==> config.mk <==
export PLATFORM = sky130hd
export DESIGN_NAME = ifs_field_splitter
export DESIGN_NICKNAME = d
export VERILOG_FILES = /design/src/ifs_pkg.sv /design/src/ifs_front.sv /design/src/ifs_fifo.sv /design/src/ifs_back.sv /design/src/ifs_field_splitter.sv
export SDC_FILE = /design/constraint.sdc
export NUM_CORES = 1
export LEC_CHECK = 0
export BUFFER_PORTS_ARGS = -buffer_cell sky130_fd_sc_hd__buf_4
export CAP_MARGIN = 40
export CORE_AREA = 2 2 145 288
export CTS_CLUSTER_DIAMETER = 30
export CTS_CLUSTER_SIZE = 20
export DETAILED_ROUTE_END_ITERATION = 16
export DIE_AREA = 0 0 147 290
export PLACE_DENSITY = 0.86
export RECOVER_POWER = 100
export SLEW_MARGIN = 40
export SYNTH_ARGS = -nofsm -noshare
export SYNTH_HDL_FRONTEND = slang
export SYNTH_SLANG_ARGS = --single-unit
==> constraint.sdc <==
create_clock -name clk_i -period 13.6 [get_ports clk_i]
set_clock_uncertainty 0.1 [all_clocks]
set_input_delay 2.72 -clock clk_i [delete_from_list [all_inputs] [get_ports clk_i]]
set_output_delay 2.72 -clock clk_i [all_outputs]
set_load 0.01 [all_outputs]
==> src/ifs_pkg.sv <==
// Shared types, constants and helper functions of the field splitter.
package ifs_pkg;

  localparam int unsigned HoldDepth   = 32;
  localparam int unsigned HoldAw      = $clog2(HoldDepth);
  localparam int unsigned MaxNames    = 32;
  localparam int unsigned IfsSlots    = 8;
  localparam int unsigned ResultLimit = 34;
  localparam int unsigned FifoDepth   = 2;

  localparam logic [7:0] CharBackslash = 8'h5C;
  localparam logic [7:0] CharSpace     = 8'h20;
  localparam logic [7:0] CharTab       = 8'h09;
  localparam logic [7:0] CharNewline   = 8'h0A;

  localparam logic [1:0] CfgIfsChars  = 2'd0;
  localparam logic [1:0] CfgIfsCount  = 2'd1;
  localparam logic [1:0] CfgRawMode   = 2'd2;
  localparam logic [1:0] CfgNameCount = 2'd3;

  localparam logic [1:0] KindChar  = 2'd0;
  localparam logic [1:0] KindClose = 2'd1;
  localparam logic [1:0] KindMark  = 2'd2;

  localparam logic CmdChar = 1'b0;

  typedef enum logic [2:0] {
    PH_START,
    PH_FIELD,
    PH_GAP,
    PH_TRAIL,
    PH_REST
  } phase_e;

  typedef enum logic [1:0] {
    B_IDLE,
    B_FETCH,
    B_SEND
  } back_state_e;

  // Work list for one accepted item, in emission order: held characters,
  // one character, closes, line marker.
  typedef struct packed {
    logic              wr_en;
    logic [HoldAw-1:0] wr_idx;
    logic [7:0]        wr_char;
    logic [5:0]        flush_n;
    logic              ovf;
    logic              ch_en;
    logic [7:0]        ch;
    logic [5:0]        closes;
    logic              mk;
    logic [5:0]        cap;
    logic [7:0]        idx;
  } job_t;

  function automatic logic is_sep(input logic [7:0] c, input logic [63:0] chars,
                                  input logic [3:0] cnt);
    logic [3:0] n;
    logic       r;
    n = (cnt > 4'(IfsSlots)) ? 4'(IfsSlots) : cnt;
    r = 1'b0;
    for (int i = 0; i < 8; i++) begin
      if ((4'(i) < n) && (chars[8*i +: 8] == c) && (c != 8'd0)) begin
        r = 1'b1;
      end
    end
    return r;
  endfunction

  function automatic logic is_blank(input logic [7:0] c);
    return (c == CharSpace) || (c == CharTab) || (c == CharNewline);
  endfunction

  function automatic logic [7:0] sat_inc(input logic [7:0] v);
    return (v == 8'hFF) ? v : v + 8'd1;
  endfunction

endpackage

==> src/ifs_front.sv <==
// Front end: configuration registers, line parser and job builder.
module ifs_front (
  input  logic               clk_i,
  input  logic               rst_ni,
  input  logic               cfg_valid_i,
  input  logic [1:0]         cfg_index_i,
  input  logic [63:0]        cfg_data_i,
  input  logic               in_valid_i,
  output logic               in_ready_o,
  input  logic               cmd_i,
  input  logic [7:0]         char_i,
  output logic               push_o,
  output ifs_pkg::job_t      job_o,
  input  logic               full_i
);

  logic [63:0]     ifs_chars_q;
  logic [3:0]      ifs_count_q;
  logic            raw_q;
  logic [6:0]      names_q;

  ifs_pkg::phase_e phase_q, phase_d;
  logic            esc_q, esc_d;
  logic [7:0]      fc_q, fc_d;
  logic            fopen_q, fopen_d;
  logic [5:0]      hcnt_q, hcnt_d;
  logic            hdv_q, hdv_d;
  logic            drop_q, drop_d;

  logic            accept;
  logic            nosplit;
  logic [5:0]      nv;
  logic            do_feed, lit, sep, blank, lastf;
  logic [7:0]      fch;
  logic            f_hb, f_hd, f_flush, f_close, f_emit;
  logic [7:0]      fc1;
  logic [5:0]      k_extra;
  logic [6:0]      total;
  ifs_pkg::job_t   job;

  assign in_ready_o = !full_i;
  assign accept     = in_valid_i && !full_i;
  assign nosplit    = names_q[6];
  assign nv = (!names_q[6] && (names_q[5:0] > 6'(ifs_pkg::MaxNames))) ?
              6'(ifs_pkg::MaxNames) : names_q[5:0];

  always_comb begin
    phase_d = phase_q;
    esc_d   = esc_q;
    fc_d    = fc_q;
    fopen_d = fopen_q;
    hcnt_d  = hcnt_q;
    hdv_d   = hdv_q;
    drop_d  = drop_q;
    job     = '0;
    job.idx = fc_q;
    do_feed = 1'b0;
    lit     = 1'b0;
    fch     = char_i;
    f_hb    = 1'b0;
    f_hd    = 1'b0;
    f_flush = 1'b0;
    f_close = 1'b0;
    f_emit  = 1'b0;
    fc1     = 8'd0;
    k_extra = 6'd0;
    if (accept) begin
      if (cmd_i != ifs_pkg::CmdChar) begin
        if (esc_q) begin
          esc_d   = 1'b0;
          do_feed = 1'b1;
          fch     = ifs_pkg::CharBackslash;
        end
      end else if (char_i == 8'd0) begin
        esc_d = esc_q;
      end else if (esc_q) begin
        esc_d   = 1'b0;
        do_feed = 1'b1;
        lit     = 1'b1;
      end else if (!raw_q && (char_i == ifs_pkg::CharBackslash)) begin
        // A backslash that can only be content releases the held blanks now.
        if (!nosplit && ((phase_q == ifs_pkg::PH_REST) ||
            ((phase_q == ifs_pkg::PH_TRAIL) &&
             (!ifs_pkg::is_sep(ifs_pkg::CharBackslash, ifs_chars_q, ifs_count_q) ||
              hdv_q)))) begin
          f_flush = 1'b1;
          phase_d = ifs_pkg::PH_REST;
        end
        esc_d = 1'b1;
      end else begin
        do_feed = 1'b1;
      end
    end

    sep   = !lit && ifs_pkg::is_sep(fch, ifs_chars_q, ifs_count_q);
    blank = sep && ifs_pkg::is_blank(fch);
    lastf = (nv != 6'd0) && (({1'b0, fc_q} + 9'd1) >= {3'b000, nv});

    if (do_feed) begin
      if (nosplit) begin
        f_emit  = 1'b1;
        fopen_d = 1'b1;
      end else begin
        case (phase_q)
          ifs_pkg::PH_FIELD: begin
            if (blank) begin
              if (lastf) begin
                f_hb    = 1'b1;
                phase_d = ifs_pkg::PH_TRAIL;
              end else begin
                f_close = 1'b1;
                phase_d = ifs_pkg::PH_GAP;
              end
            end else if (sep) begin
              if (lastf) begin
                f_hd    = 1'b1;
                phase_d = ifs_pkg::PH_TRAIL;
              end else begin
                f_close = 1'b1;
                phase_d = ifs_pkg::PH_START;
              end
            end else begin
              f_emit = 1'b1;
            end
          end
          ifs_pkg::PH_GAP: begin
            if (blank) begin
              phase_d = ifs_pkg::PH_GAP;
            end else if (sep) begin
              phase_d = ifs_pkg::PH_START;
            end else begin
              fopen_d = 1'b1;
              f_emit  = 1'b1;
              phase_d = ifs_pkg::PH_FIELD;
            end
          end
          ifs_pkg::PH_TRAIL: begin
            if (blank) begin
              f_hb = 1'b1;
            end else if (sep && !hdv_q) begin
              f_hd = 1'b1;
            end else begin
              f_flush = 1'b1;
              f_emit  = 1'b1;
              phase_d = ifs_pkg::PH_REST;
            end
          end
          ifs_pkg::PH_REST: begin
            if (blank) begin
              f_hb = 1'b1;
            end else begin
              f_flush = 1'b1;
              f_emit  = 1'b1;
            end
          end
          default: begin
            phase_d = ifs_pkg::PH_START;
            if (blank) begin
              phase_d = ifs_pkg::PH_START;
            end else if (sep) begin
              if (lastf) begin
                fopen_d = 1'b1;
                f_hd    = 1'b1;
                phase_d = ifs_pkg::PH_TRAIL;
              end else begin
                f_close = 1'b1;
              end
            end else begin
              fopen_d = 1'b1;
              f_emit  = 1'b1;
              phase_d = ifs_pkg::PH_FIELD;
            end
          end
        endcase
      end
    end

    if (f_flush) begin
      job.flush_n = hcnt_q;
      job.ovf     = drop_q;
      hcnt_d      = 6'd0;
      hdv_d       = 1'b0;
      drop_d      = 1'b0;
    end
    if (f_emit) begin
      job.ch_en = 1'b1;
      job.ch    = fch;
    end
    if (f_hb || f_hd) begin
      job.wr_char = fch;
      if (hcnt_q < 6'(ifs_pkg::HoldDepth)) begin
        job.wr_en  = 1'b1;
        job.wr_idx = hcnt_q[ifs_pkg::HoldAw-1:0];
        hcnt_d     = hcnt_q + 6'd1;
      end else begin
        drop_d = 1'b1;
        // A delimiter that finds the hold full replaces its last entry.
        if (f_hd) begin
          job.wr_en  = 1'b1;
          job.wr_idx = ifs_pkg::HoldAw'(ifs_pkg::HoldDepth - 1);
        end
      end
      if (f_hd) begin
        hdv_d = 1'b1;
      end
    end
    if (f_close) begin
      job.closes = 6'd1;
      fc_d       = ifs_pkg::sat_inc(fc_q);
      fopen_d    = 1'b0;
    end

    if (accept && (cmd_i != ifs_pkg::CmdChar)) begin
      hcnt_d = 6'd0;
      hdv_d  = 1'b0;
      drop_d = 1'b0;
      if (nosplit) begin
        job.closes = job.closes + 6'd1;
      end else begin
        fc1     = fopen_d ? ifs_pkg::sat_inc(fc_d) : fc_d;
        k_extra = ({2'b00, nv} > fc1) ? (nv - fc1[5:0]) : 6'd0;
        job.closes = job.closes + {5'd0, fopen_d} + k_extra;
      end
      job.mk  = 1'b1;
      phase_d = ifs_pkg::PH_START;
      fc_d    = 8'd0;
      fopen_d = 1'b0;
    end

    total   = {1'b0, job.flush_n} + {6'd0, job.ch_en} + {1'b0, job.closes} +
              {6'd0, job.mk};
    job.cap = (total > 7'(ifs_pkg::ResultLimit)) ? 6'(ifs_pkg::ResultLimit) : total[5:0];
  end

  assign job_o  = job;
  assign push_o = accept && ((job.cap != 6'd0) || job.wr_en);

  always_ff @(posedge clk_i or negedge rst_ni) begin
    if (!rst_ni) begin
      ifs_chars_q <= 64'd657696;
      ifs_count_q <= 4'd3;
      raw_q       <= 1'b0;
      names_q     <= 7'd0;
    end else if (cfg_valid_i) begin
      case (cfg_index_i)
        ifs_pkg::CfgIfsChars:  ifs_chars_q <= cfg_data_i;
        ifs_pkg::CfgIfsCount:  ifs_count_q <= cfg_data_i[3:0];
        ifs_pkg::CfgRawMode:   raw_q       <= cfg_data_i[0];
        ifs_pkg::CfgNameCount: names_q     <= cfg_data_i[6:0];
        default: ;
      endcase
    end
  end

  always_ff @(posedge clk_i or negedge rst_ni) begin
    if (!rst_ni) begin
      phase_q <= ifs_pkg::PH_START;
      esc_q   <= 1'b0;
      fc_q    <= 8'd0;
      fopen_q <= 1'b0;
      hcnt_q  <= 6'd0;
      hdv_q   <= 1'b0;
      drop_q  <= 1'b0;
    end else begin
      phase_q <= phase_d;
      esc_q   <= esc_d;
      fc_q    <= fc_d;
      fopen_q <= fopen_d;
      hcnt_q  <= hcnt_d;
      hdv_q   <= hdv_d;
      drop_q  <= drop_d;
    end
  end

endmodule

==> src/ifs_fifo.sv <==
// Short job queue between the parser and the result sequencer.
module ifs_fifo (
  input  logic          clk_i,
  input  logic          rst_ni,
  input  logic          push_i,
  input  ifs_pkg::job_t data_i,
  output logic          full_o,
  input  logic          pop_i,
  output logic          valid_o,
  output ifs_pkg::job_t data_o
);

  ifs_pkg::job_t mem_q [ifs_pkg::FifoDepth];
  logic          wptr_q, rptr_q;
  logic [1:0]    cnt_q;

  assign full_o  = (cnt_q == 2'(ifs_pkg::FifoDepth));
  assign valid_o = (cnt_q != 2'd0);
  assign data_o  = mem_q[rptr_q];

  always_ff @(posedge clk_i) begin
    if (push_i) begin
      mem_q[wptr_q] <= data_i;
    end
  end

  always_ff @(posedge clk_i or negedge rst_ni) begin
    if (!rst_ni) begin
      wptr_q <= 1'b0;
      rptr_q <= 1'b0;
      cnt_q  <= 2'd0;
    end else begin
      if (push_i) begin
        wptr_q <= !wptr_q;
      end
      if (pop_i) begin
        rptr_q <= !rptr_q;
      end
      cnt_q <= cnt_q + {1'b0, push_i} - {1'b0, pop_i};
    end
  end

endmodule

==> src/ifs_back.sv <==
// Back end: blank hold memory and result sequencer with output register.
module ifs_back (
  input  logic          clk_i,
  input  logic          rst_ni,
  input  logic          job_valid_i,
  input  ifs_pkg::job_t job_i,
  output logic          pop_o,
  output logic          out_valid_o,
  input  logic          out_ready_i,
  output logic [7:0]    out_index_o,
  output logic [1:0]    out_kind_o,
  output logic [7:0]    out_char_o,
  output logic          out_ovf_o,
  output logic          out_last_o
);

  logic [7:0]              hold_mem [ifs_pkg::HoldDepth];
  logic [7:0]              rd_q;
  ifs_pkg::back_state_e    st_q, st_d;
  ifs_pkg::job_t           cur_q;
  logic [5:0]              e_q;
  logic [7:0]              idx_q;
  logic                    valid_q;
  logic [7:0]              index_q, char_q;
  logic [1:0]              kind_q;
  logic                    ovf_q, last_q;

  logic                    out_free, send, is_last, next_flush;
  logic [6:0]              sum_fc, sum_cl;
  logic [1:0]              ev_kind;
  logic [7:0]              ev_char;
  ifs_pkg::back_state_e    start_st;

  assign out_free   = !valid_q || out_ready_i;
  assign sum_fc     = {1'b0, cur_q.flush_n} + {6'd0, cur_q.ch_en};
  assign sum_cl     = sum_fc + {1'b0, cur_q.closes};
  assign is_last    = ((e_q + 6'd1) == cur_q.cap);
  assign next_flush = ((e_q + 6'd1) < cur_q.flush_n);
  assign send       = (st_q == ifs_pkg::B_SEND) && out_free;
  assign pop_o      = job_valid_i &&
                      ((st_q == ifs_pkg::B_IDLE) || (send && is_last));
  assign start_st   = (job_i.cap == 6'd0) ? ifs_pkg::B_IDLE :
                      ((job_i.flush_n != 6'd0) ? ifs_pkg::B_FETCH : ifs_pkg::B_SEND);

  always_comb begin
    if (e_q < cur_q.flush_n) begin
      ev_kind = ifs_pkg::KindChar;
      ev_char = rd_q;
    end else if ({1'b0, e_q} < sum_fc) begin
      ev_kind = ifs_pkg::KindChar;
      ev_char = cur_q.ch;
    end else if ({1'b0, e_q} < sum_cl) begin
      ev_kind = ifs_pkg::KindClose;
      ev_char = 8'd0;
    end else begin
      ev_kind = ifs_pkg::KindMark;
      ev_char = 8'd0;
    end
  end

  always_comb begin
    st_d = st_q;
    case (st_q)
      ifs_pkg::B_IDLE: begin
        if (pop_o) begin
          st_d = start_st;
        end
      end
      ifs_pkg::B_FETCH: st_d = ifs_pkg::B_SEND;
      ifs_pkg::B_SEND: begin
        if (out_free) begin
          if (is_last) begin
            st_d = pop_o ? start_st : ifs_pkg::B_IDLE;
          end else if (next_flush) begin
            st_d = ifs_pkg::B_FETCH;
          end
        end
      end
      default: st_d = ifs_pkg::B_IDLE;
    endcase
  end

  // Held characters are read into a register ahead of their transaction.
  always_ff @(posedge clk_i) begin
    if (pop_o && job_i.wr_en) begin
      hold_mem[job_i.wr_idx] <= job_i.wr_char;
    end
    rd_q <= hold_mem[e_q[ifs_pkg::HoldAw-1:0]];
  end

  always_ff @(posedge clk_i) begin
    if (pop_o) begin
      cur_q <= job_i;
    end
    if (send) begin
      index_q <= idx_q;
      kind_q  <= ev_kind;
      char_q  <= ev_char;
      ovf_q   <= cur_q.ovf;
      last_q  <= is_last;
    end
  end

  always_ff @(posedge clk_i or negedge rst_ni) begin
    if (!rst_ni) begin
      st_q    <= ifs_pkg::B_IDLE;
      e_q     <= 6'd0;
      idx_q   <= 8'd0;
      valid_q <= 1'b0;
    end else begin
      st_q <= st_d;
      if (pop_o) begin
        e_q   <= 6'd0;
        idx_q <= job_i.idx;
      end else if (send) begin
        e_q <= e_q + 6'd1;
        if (ev_kind == ifs_pkg::KindClose) begin
          idx_q <= ifs_pkg::sat_inc(idx_q);
        end
      end
      if (send) begin
        valid_q <= 1'b1;
      end else if (out_ready_i) begin
        valid_q <= 1'b0;
      end
    end
  end

  assign out_valid_o = valid_q;
  assign out_index_o = index_q;
  assign out_kind_o  = kind_q;
  assign out_char_o  = char_q;
  assign out_ovf_o   = ovf_q;
  assign out_last_o  = last_q;

endmodule

==> src/ifs_field_splitter.sv <==
// Top level of the field splitter: parser, job queue and result sequencer.
// The input stream carries one line: s_axis_tuser 0 with a character in
// s_axis_tdata, then s_axis_tuser 1 to end the line. Each transaction may give
// zero to 34 result transactions on the output stream; tlast marks the final
// result caused by that input transaction. tuser carries the result kind
// (character, field closed, line finished).
// The parser takes one input transaction per cycle while the two-entry job
// queue has room, so an input is accepted while earlier results still wait.
// The sequencer gives one result per cycle while the receiver takes them,
// except for released held separators: each held character takes a hold
// memory read and then its transaction. A line character passes through the
// job queue and the sequencer's job register before the output register.
// Configuration writes are always accepted (cfg_ready_o is high) and should
// only be issued while no line is in flight.
// Reset returns the parser to the start of a line, empties the queue and
// restores the default separator set (space, tab, newline). If the receiver
// stalls, the output register holds, the queue fills and s_axis_tready falls.
module ifs_field_splitter (
  input  logic        clk_i,
  input  logic        rst_ni,
  input  logic        cfg_valid_i,
  output logic        cfg_ready_o,
  input  logic [1:0]  cfg_index_i,
  input  logic [63:0] cfg_data_i,
  input  logic        s_axis_tvalid,
  output logic        s_axis_tready,
  input  logic [7:0]  s_axis_tdata,   // [7:0] line_char
  input  logic        s_axis_tuser,   // [0] command
  output logic        m_axis_tvalid,
  input  logic        m_axis_tready,
  output logic [23:0] m_axis_tdata,   // [7:0] field_index, [15:8] data_char,
                                      // [16] hold_overflow, rest zero
  output logic [1:0]  m_axis_tuser,   // [1:0] kind
  output logic        m_axis_tlast
);

  logic          push, full, pop, job_valid;
  ifs_pkg::job_t job_in, job_out;
  logic [7:0]    out_index, out_char;
  logic          out_ovf;

  assign cfg_ready_o = 1'b1;

  ifs_front u_front (
    .clk_i       (clk_i),
    .rst_ni      (rst_ni),
    .cfg_valid_i (cfg_valid_i),
    .cfg_index_i (cfg_index_i),
    .cfg_data_i  (cfg_data_i),
    .in_valid_i  (s_axis_tvalid),
    .in_ready_o  (s_axis_tready),
    .cmd_i       (s_axis_tuser),
    .char_i      (s_axis_tdata),
    .push_o      (push),
    .job_o       (job_in),
    .full_i      (full)
  );

  ifs_fifo u_fifo (
    .clk_i   (clk_i),
    .rst_ni  (rst_ni),
    .push_i  (push),
    .data_i  (job_in),
    .full_o  (full),
    .pop_i   (pop),
    .valid_o (job_valid),
    .data_o  (job_out)
  );

  ifs_back u_back (
    .clk_i       (clk_i),
    .rst_ni      (rst_ni),
    .job_valid_i (job_valid),
    .job_i       (job_out),
    .pop_o       (pop),
    .out_valid_o (m_axis_tvalid),
    .out_ready_i (m_axis_tready),
    .out_index_o (out_index),
    .out_kind_o  (m_axis_tuser),
    .out_char_o  (out_char),
    .out_ovf_o   (out_ovf),
    .out_last_o  (m_axis_tlast)
  );

  assign m_axis_tdata = {7'd0, out_ovf, out_char, out_index};

endmodule

; ---- Yosys cells after proc, flatten, opt, wreduce, memory -nomap -nowiden
; Memory sizes are Yosys's and may differ from the RTL's. A register that Yosys moved wholly into a read port is not among the register bits.
; Cells that the tools add are included.
[totals]
regBits = 166
mem_bits_rw = 358
word_cells = 346
memories = 2
[memory_table]
columns = name, depth, width, rd, rd_clocked_by_memory_dff, write_ports, line_no
row1 = u_back.hold_mem, 32, 8, 1, 1, 1, ifs_back.sv:17  ; logic [7:0] hold_mem [ifs_pkg::HoldDepth];
row2 = u_fifo.mem_q, 2, 51, 1, 0, 1, ifs_fifo.sv:13  ; ifs_pkg::job_t mem_q [ifs_pkg::FifoDepth];
[classes]
addsub = 17
order_cmp = 18
n_eq_ne = 40
muxes = 161
reduce_logical = 79
[ops]
columns = cell, count
row1 = 2-to-1 mux 8 bit, 14
row2 = 2-to-1 mux 1 bit, 95
row3 = == test 8 x 7 -> 1 bit (second input constant), 9
row4 = 2-to-1 mux 6 bit, 12
row5 = == test 8 bit, 8
row6 = 2-to-1 mux 3 bit, 15
row7 = logical AND 1 bit, 39
row8 = adder 8 x 1 -> 8 bit (second input constant), 3
row9 = == test 8 bit (second input constant), 3
row10 = 2-to-1 mux 2 bit, 12
row11 = nonzero test 6 bit, 3
row12 = == test 8 x 4 -> 1 bit (second input constant), 2
row13 = < comparator 3 x 4 -> 1 bit (first input constant), 4
row14 = adder 6 x 1 -> 7 bit, 2
row15 = adder 7 x 6 -> 7 bit, 2
row16 = < comparator 6 x 7 -> 1 bit, 2
row17 = 2-to-1 mux 14 bit, 1
row18 = 2-to-1 mux 7 bit, 2
row19 = adder 6 x 1 -> 6 bit (second input constant), 2
row20 = < comparator 6 bit, 2
row21 = one-hot mux 1 bit (2 select lines), 6
row22 = one-hot mux 3 bit (4 select lines), 1
row23 = AND reduction 2 bit, 5
row24 = adder 8 x 1 -> 9 bit (second input constant), 1
row25 = other kinds (38), 70

; ---- Longest topological paths before layout
; Gate-level depths: netlist of run 1.
[logic_depth]
depth_word = 44
depth_mapped = 52
mapped_depth_nobuf = 49

; ---- By module
; From an unflattened synthesis of run 1, not the netlist that was laid out.
[hier_totals]
hier_cells = 1727
hier_area_um2 = 24876.4
[modules_own_cells]
columns = module, instances, cells_each, area_each_um2, seq_area_each_um2
row1 = ifs_back, 1, 808, 13575.5, 9714.3
row2 = ifs_front, 1, 734, 7094.3, 2436.1
row3 = ifs_fifo, 1, 174, 4131.5, 3163.0
row4 = ifs_field_splitter, 1, 11, 75.1, 0.0

; ---- Worst setup path after synthesis of run 1
; No wires, ideal clock.
[synth_timing]
path_type = input -> register
start = in s_axis_tdata[4]
end = mem u_fifo.mem_q[0][0] (netlist name) (enable)
setup_ns = 0.458
arrival_time_ns = 12.273
required_ns = 13.042
setup_slack_ns = 0.769
cell_stages = 39
cell_sequence = clkbuf_1 xor2_1 a221oi_1 o21ai_0 o32a_1 o311ai_1 nor4_4 nor3_4 mux2_2 ha_1 a21boi_0 o2bb2ai_1 a31oi_2 nand2_1 xnor2_1 ha_1 a21o_1 a21oi_1 (+3 left out) nand2_1 nor3_1 ha_1 inv_1 fa_1 or3_1 mux2i_1 ha_1 ha_1 a21oi_1 o21bai_1 a21o_1 a21oi_1 xnor2_1 nor2_1 nand4_1 o21ai_0 nor2_1
[synth_rtl]
columns = element, line_no
row1 = start: declaration, ifs_field_splitter.sv:27  ; input logic [7:0] s_axis_tdata,
row2 = end: declaration, ifs_fifo.sv:13

==> results of run 1 <==
==> cell usage after synthesis, drive strengths merged (6+ instances only) <==
cell / instances
ha: 61
nor2b: 21
o22ai: 15
and2: 19
nand4: 14
xnor2: 40
clkbuf: 54
a211oi: 12
or2: 12
mux4: 80
dfrtp: 111
dfxtp: 8
xor2: 36
inv: 68
buf: 34
nand2: 112
mux2i: 17
nor4: 22
a31oi: 13
a21oi: 61
and3: 15
nand3: 37
nor2: 111
o21ai: 56
nand3b: 6
a21o: 21
nor3b: 6
edfxtp: 404
o21bai: 7
dfstp: 7
nand2b: 25
nor3: 29
mux2: 106
==> cells by family (layout without fill, tap and decap cells) <==
group,after synthesis,after routing,synth area share (%)
xor gates and xnor gates,76,76,2.70
adders and majority gates,65,65,3.42
DFF,530,530,61.8
and+or+nand+nor,455,455,9.47
buffers and inverters,160,283,2.75
other,2,10,0.0304
AOI/OAI and AO/OA,257,257,6.99
muxes,203,203,12.8
==> through the flow <==
stage | setup slack (ns) | util, % | power [uW] | hold slack, ns
after detailed placement | 0.910 | 64.2 | 3750 | 0.370
after floorplan | 0.769 | - | 3290 | 0.300
final | 1.07 | 68.1 | 5160 | 0.377
after global placement | 1.14 | 64.2 | 3670 | 0.372
after global routing | 0.391 | 68.1 | 5400 | 0.411
after CTS | 1.41 | 68.5 | 5180 | 0.385
==> cell type report <==
class | count | area [um2]
Clock inverter | 37 | 430
Sequential cell | 530 | 15300
Clock buffer | 56 | 1290
Timing Repair Buffer | 118 | 787
Inverter | 72 | 270
Fill cell | 2700 | 12900
Tap cell | 530 | 663
Multi-Input combinational cell | 1066 | 8760
==> report_power, final <==
part / switching [uW] / internal, uW / leakage (uW)
Combinational: 821 / 580 / 0.00389
Clock: 675 / 753 / 0.000833
Sequential: 188 / 2140 / 0.00519
Total: 1680 / 3480 / 0.00992
==> worst register-to-register path, delay by kind of cell, from the launching register on <==
kind                     cells  cell delay [ns]
AO/OA/AOI/OAI               15             2.47
buffers and inverters        3             0.53
flip-flops                   1             0.47
multiplexers                 2             0.71
AND/OR/NAND/NOR             12             4.40
adder cells (fa/ha/maj)      6             1.83
XOR/XNOR                     2             0.32
==> layer usage <==
metal	track usage, %	up-vias	wire, um
li1	-	6805	-
met1	29.2	7637	18700
met2	52.7	757	32800
met3	3.36	235	2880
met4	16.9	0	4080
met5	0	-	0
==> flip-flops by register name, summed over array words and instances, names as in the netlist, 2 cells and up <==
register / count
u_back.rd_q: 8
u_front.names_q: 7
u_fifo.mem_q: 100
u_back.out_kind_o: 2
u_fifo.cnt_q: 2
u_front.fc_q: 8
u_back.idx_q: 8
u_front.ifs_count_q: 4
u_back.out_char_o: 8
u_front.phase_q: 3
u_front.ifs_chars_q: 64
u_front.hcnt_q: 6
u_back.st_q: 2
u_back.e_q: 6
u_back.cur_q: 28
u_back.out_index_o: 8
u_back.hold_mem: 256
==> how the worst min path moves through the flow <==
stage | endpoint | cells after the start | slack, ns | from
2_1_floorplan | u_back.out_ovf_o | 0 | 0.30 | u_back.cur_q[30]
3_3_place_gp | u_back.out_index_o[4] | 0 | 0.37 | u_back.idx_q[4]
3_5_place_dp | u_back.out_index_o[5] | 0 | 0.37 | u_back.idx_q[5]
4_1_cts | u_back.out_index_o[5] | 0 | 0.39 | u_back.idx_q[5]
5_1_grt | u_back.out_index_o[7] | 0 | 0.41 | u_back.idx_q[7]
6_report | u_back.out_index_o[5] | 0 | 0.38 | u_back.idx_q[5]
==> metrics.md, run 1 <==
| Metric | Value |
|---|---|
| CTS Buffer Depth | 3 |
| Dpl cells | between 2000 and 2500 |
| Detailed Place HPWL | between 40000 and 50000 um |
| Worst-path maximum fanout | 28 |
| Non-Filler Instances | around 2400 |
| Cell at the slowest stage of the critical path | nor4_1 |
| Crit path from | s_axis_tuser |
| Final Hold Fails | 0 |
| WP depth | just over 40 |
| Worst-Margin Slew | approximately 4.2 ns |
| Reg2Reg Launch Point | u_fifo.cnt_q[0] |
| Fin. max-slew vios | 395 |
| Fmax | approximately 0.08 GHz |
| DRT Pass-1 Iters | 6 |
| Slew Limit Headroom | -182% |
| # Post-CTS Setup Buffers | 0 |
| Worst-path clk slew | 0.07 ns |
| Final setup vio count | 0 |
| Yosys warning count | 0 |
| Design area | approximately 27000 um2 |
| Buffers added on ports | a little over 100 |
| Cts bufs inserted | 50 |
| DRC | 0 |
| Total track usage | 27.9% |
| Yosys top cell by area | edfxtp_1 |
| CP startpoint kind | primary input |
| Root Buffer | clkbuf_16 |
| P_leak | about 0.0099 uW |
| Max incr delay on CP | 0.82 ns |
| Die Ht | 290 um |
| Worst path most repeated cell | ha_1 |
| Synthesized area per cell | between 10 and 15 um2 |
| Outcome | finished with violations |
| Power Dens Cells | between 150 and 200 nW/um2 |
| Hold Crit Class | reg2reg |
| Antenna Nets Post-Route | 0 |
| Vias in the first global route | roughly 16000 |
| Critical Setup Path Class | in2reg |
| Vias per cell | about 6.4 |
| FP Rows | about 100 |
| Synthesized cell area | 24700 um2 |
| Dominant cells by area after synthesis | edfxtp_1, dfrtp_1, mux4_2 |
| Synthesized flop and latch total | 530 |
| Worst-Skew Late Latency | between 0.5 and 0.6 ns |
| H-tree Lvls | 2 |
| CTS tree | yes |
| Share of cells above drive strength 1 | about a fifth |
| Post-Syn Instances | ~1700 |
| First-pass GRT wire length | between 90000 and 100000 um |
| Flop2flop setup slack | between 2 and 2.5 ns |
| Clock sink count | 530 |
| Nets | around 2000 |
| Yosys top cell area share | between 40% and 50% |
| Worst r2r path cells | 40 |
| Post-synth EDFFs | 404 |
| Syn-to-layout area delta | 11.3% |
| Main flop type after synthesis | edfxtp_1 |
| Setup_tns | 0 ns |
| DR iter-0 viols | ~1400 |
| Drt total wl | slightly below 60000 um |
| Final RePlAce weighted congestion | just under 1 |
| Seq/Total Area, Yosys | between 60% and 70% |
| CP Capture Point | u_fifo.mem_q[0][15] |
| Via count | between 15000 and 20000 |
| Initial antenna violation count | 0 |
| DIE AREA | 42600 um2 |
| Most common cell after layout, fill and taps aside | edfxtp_1 |
| Total grt overflow | 0 |
| Io pins | 110 |
| Count of unique library cells instantiated by Yosys | 91 |
| Placement Cell Area | 25900 um2 |
| Critical path's top delay family | simple AND/OR/NAND/NOR gates |
| Final min period | between 10 and 15 ns |
| Initial Util | between 60% and 70% |
| Commonest cells after routing, fill and taps aside | edfxtp_1, nand2_1, nor2_1, dfrtp_1 |
| Hold Buf Count CTS | 0 |
| # diodes | 0 |
| Ys async rst share | ~22% |
| Resized cells post-CTS | 0 |
| Crit path arrival time | 12.70 ns |
| WP data required | roughly 14 ns |
| Final Cycle Share | 92.1% |
| Largest net degree at the start of global routing | 85 |
| Max rail drop VDD | about 0.13 mV |
| Core ar. | approximately 40000 um2 |
| Failing checks | capacitance limit, slew limit |
| Reg-to-reg endpoint | u_fifo.mem_q[0][15] |
| DIE WIDTH | roughly 150 um |
| Number of max-cap violations | 8 |
| WP buf/inv | 4 |
| WL per Instance | around 24 um |
| RSZ-0062 raised after global routing | false |
| Crit end category | flop |
Note: power is estimated with default switching activity, not from simulation.
==> run 2: changes to the inputs <==
--- a/config.mk
+++ b/config.mk
@@ -5,6 +5,7 @@
 export SDC_FILE = /design/constraint.sdc
 export NUM_CORES = 1
 export LEC_CHECK = 0
+export ABC_AREA = 1
 export BUFFER_PORTS_ARGS = -buffer_cell sky130_fd_sc_hd__buf_4
 export CAP_MARGIN = 40
 export CORE_AREA = 2 2 145 288
==> run 2 against run 1 <==
  * The run still ends with capacitance limit, slew limit left
  * Sequential cell count is the same
  * Combinational power up 24%
  * Via count is 22% higher
  * Non-clock buffer count did not move
  * Highest routed layer unchanged
  * Total power is 7.9% higher
  * Synthesized cell count up 39%
  * First-iteration DRC count grew 17%
  * Critical path depth grew 23
  * Register-to-register slack improved by 0.21 ns
  * Final cell count grew 27%
  * Sequential power hardly changed
  * Clock-buffer cell count is 2 higher
==> metrics.md, run 2 <==
| Metric | Value |
|---|---|
| Io pins | between 100 and 150 |
| # Post-CTS Setup Buffers | 0 |
| Yosys warning count | 0 |
| Most common cell after layout, fill and taps aside | edfxtp_1 |
| Biggest register | u_back.hold_mem |
| Top-count cell post-synth | edfxtp_1 |
| Vias per cell | 6.14 |
| Worst-path clk slew | around 0.07 ns |
| Setup_tns | 0 ns |
| Max rail drop VDD | approximately 0.11 mV |
| Clock Power Share | between 20% and 30% |
| Dominant cells by area after synthesis | edfxtp_1, dfrtp_1, nand2_1 |
| Sw frac | between 30 and 40% |
| Final Hold Fails | 0 |
| Drt total wl | a little under 70000 um |
| Crit path arrival time | around 13 ns |
| Synthesized area per cell | 10.2 um2 |
| Root Buffer | clkbuf_16 |
| Final Cycle Share | 91.6% |
| Placement Cell Area | roughly 26000 um2 |
| Max incr delay on CP | about 0.70 ns |
| Share of cells above drive strength 1 | 9.46% |
| First-pass GRT wire length | 105000 um |
| Total track usage | between 30% and 40% |
| Reg power frac | a little over two fifths |
| Switching power | between 2000 and 2500 uW |
| Resized cells post-CTS | 0 |
| Hold Crit Class | reg2reg |
| CTS Buffer Depth | 3 |
| Post-synth EDFFs | 404 |
| Die Ht | just under 300 um |
| Pre-CTS WS | about 0.76 ns |
| Worst path most repeated cell | nand2_1 |
| Total grt overflow | 0 |
| Yosys top cell area share | 49.0% |
| Fin worst setup slack | between 1 and 1.5 ns |
| Combinational Power Share | a little under a third |
| Final setup vio count | 0 |
| P_leak | between 0.01 and 0.015 uW |
| Failing checks | capacitance limit, slew limit |
| Via count | roughly 19000 |
| Initial Util | 61.4% |
| WL per Instance | around 22 um |
| CP startpoint kind | primary input |
| Outcome | finished with violations |
| Critical path's top delay family | simple AND/OR/NAND/NOR gates |
| Cell at the slowest stage of the critical path | o41ai_2 |
| Largest register FFs | around 260 |
| Detailed Place HPWL | ~47000 um |
| DR iter-0 viols | 1599 |
| RSZ-0062 raised after global routing | false |
| DIE WIDTH | between 100 and 150 um |
| WP buf/inv | 11 |
| # diodes | 0 |
| Seq/Total Area, Yosys | about 62% |
| Antenna Nets Post-Route | 0 |
| Number of max-cap violations | 8 |
| DIE AREA | 42600 um2 |
| DRC | 0 |
| DRT Pass-1 Iters | 6 |
| Final RePlAce weighted congestion | between 0.9 and 1 |
| Ys async rst share | approximately 22% |
| Critical Setup Path Class | in2reg |
| Largest net degree at the start of global routing | about 120 |
| Power Dens Cells | 202 nW/um2 |
| Buffers added on ports | 101 |
| Commonest cells in the synthesized netlist | edfxtp_1, nand2_1, nor2_1 |
| Slew Limit Headroom | -208% |
| Synthesized flop and latch total | between 500 and 600 |
| Fmax | around 0.080 GHz |
| Nets | between 2000 and 3000 |
| Internal Power | 3480 uW |
| Core ar. | a little over 40000 um2 |
| Fin. max-slew vios | between 500 and 600 |
| Commonest cells after routing, fill and taps aside | edfxtp_1, nand2_1, nor2_1 |
| H-tree Lvls | 2 |
| Worst-path maximum fanout | 44 |
| Hold Buf Count CTS | 0 |
| Initial antenna violation count | 0 |
| CTS tree | yes |
| FP Rows | ~100 |
| Largest regs | u_back.hold_mem x256, u_fifo.mem_q x100, u_front.ifs_chars_q x64 |
| Worst-Margin Slew | between 4 and 5 ns |
| Yosys top cell by area | edfxtp_1 |
| Main flop type after synthesis | edfxtp_1 |
| Syn-to-layout area delta | 11.3% |
| Worst-Skew Late Latency | about 0.6 ns |
| Crit end category | flop |
| Design area | between 20000 and 30000 um2 |
| Post-Syn Instances | around 2400 |
| Cts bufs inserted | between 50 and 60 |
| WP data required | between 10 and 15 ns |
| Final min period | around 12 ns |
| Vias in the first global route | around 19000 |
| Clock sink count | 530 |
| Count of unique library cells instantiated by Yosys | 55 |
| Synthesized cell area | approximately 25000 um2 |
## run 2: path summary, 6_finish.rpt
kind / slack, ns / endpoint / cells past startpoint / from
hold reg to reg: 0.32 / u_back.out_ovf_o / 0 / u_back.cur_q[30]
min in group asynchronous: 2.95 / u_front.fc_q[3] / 1 / rst_ni
max in group asynchronous: 5.94 / u_front.ifs_chars_q[54] / 2 / rst_ni
setup / recovery: 1.14 / u_fifo.cnt_q[1] / 64 / s_axis_tuser
hold / removal: 0.32 / u_back.out_ovf_o / 0 / u_back.cur_q[30]
setup reg to reg: 2.66 / u_fifo.cnt_q[1] / 64 / u_fifo.cnt_q[1]
## run 2: metrics by stage
step           utilization, %  total power, uW  std cells  hold WS [ns]
6_report                 68.3             5570       3068         0.320
5_1_grt                  68.3             5830       3068         0.338
4_1_cts                  68.7             5530       3067         0.328
3_5_place_dp             64.3             4050       2971         0.312
3_3_place_gp             64.2             3930       2971         0.327
2_1_floorplan               -             3440       2429         0.300
## run 2: final cells by class
type	count	area (um2)
Sequential cell	530	15300
Fill cell	2899	12800
Multi-Input combinational cell	1571	8250
Clock buffer	58	1330
Inverter	223	840
Timing Repair Buffer	118	766
Tap cell	530	663
Clock inverter	38	455
## run 2: cell families (layout without fill, tap and decap cells)
family | count (synthesis) | after routing | share of synthesized area (%)
other | 2 | 10 | 0.0303
AND/OR/NAND/NOR | 1011 | 1011 | 17.3
XOR/XNOR | 50 | 50 | 1.77
buffers and inverters | 328 | 437 | 5.23
adder cells (fa/ha/maj) | 65 | 65 | 3.41
AO/OA/AOI/OAI | 418 | 418 | 9.85
multiplexers | 17 | 17 | 0.763
flip-flops | 530 | 530 | 61.6
## run 2: layer usage
metal	share of wire (%)	vias up	GRT usage, %
li1	-	8510	-
met4	9.0	0	24.2
met3	6.2	315	4.14
met5	0	-	0
met2	54	1019	60.3
met1	31	8991	31.3
## run 2: power groups by stage
stage | combinational (uW) | sequential (uW) | clock (uW)
2_1_floorplan | 1130 | 2320 | 0
5_1_grt | 1910 | 2360 | 1550
4_1_cts | 1720 | 2330 | 1490
6_report | 1740 | 2340 | 1480
3_3_place_gp | 1580 | 2350 | 0
3_5_place_dp | 1690 | 2360 | 0
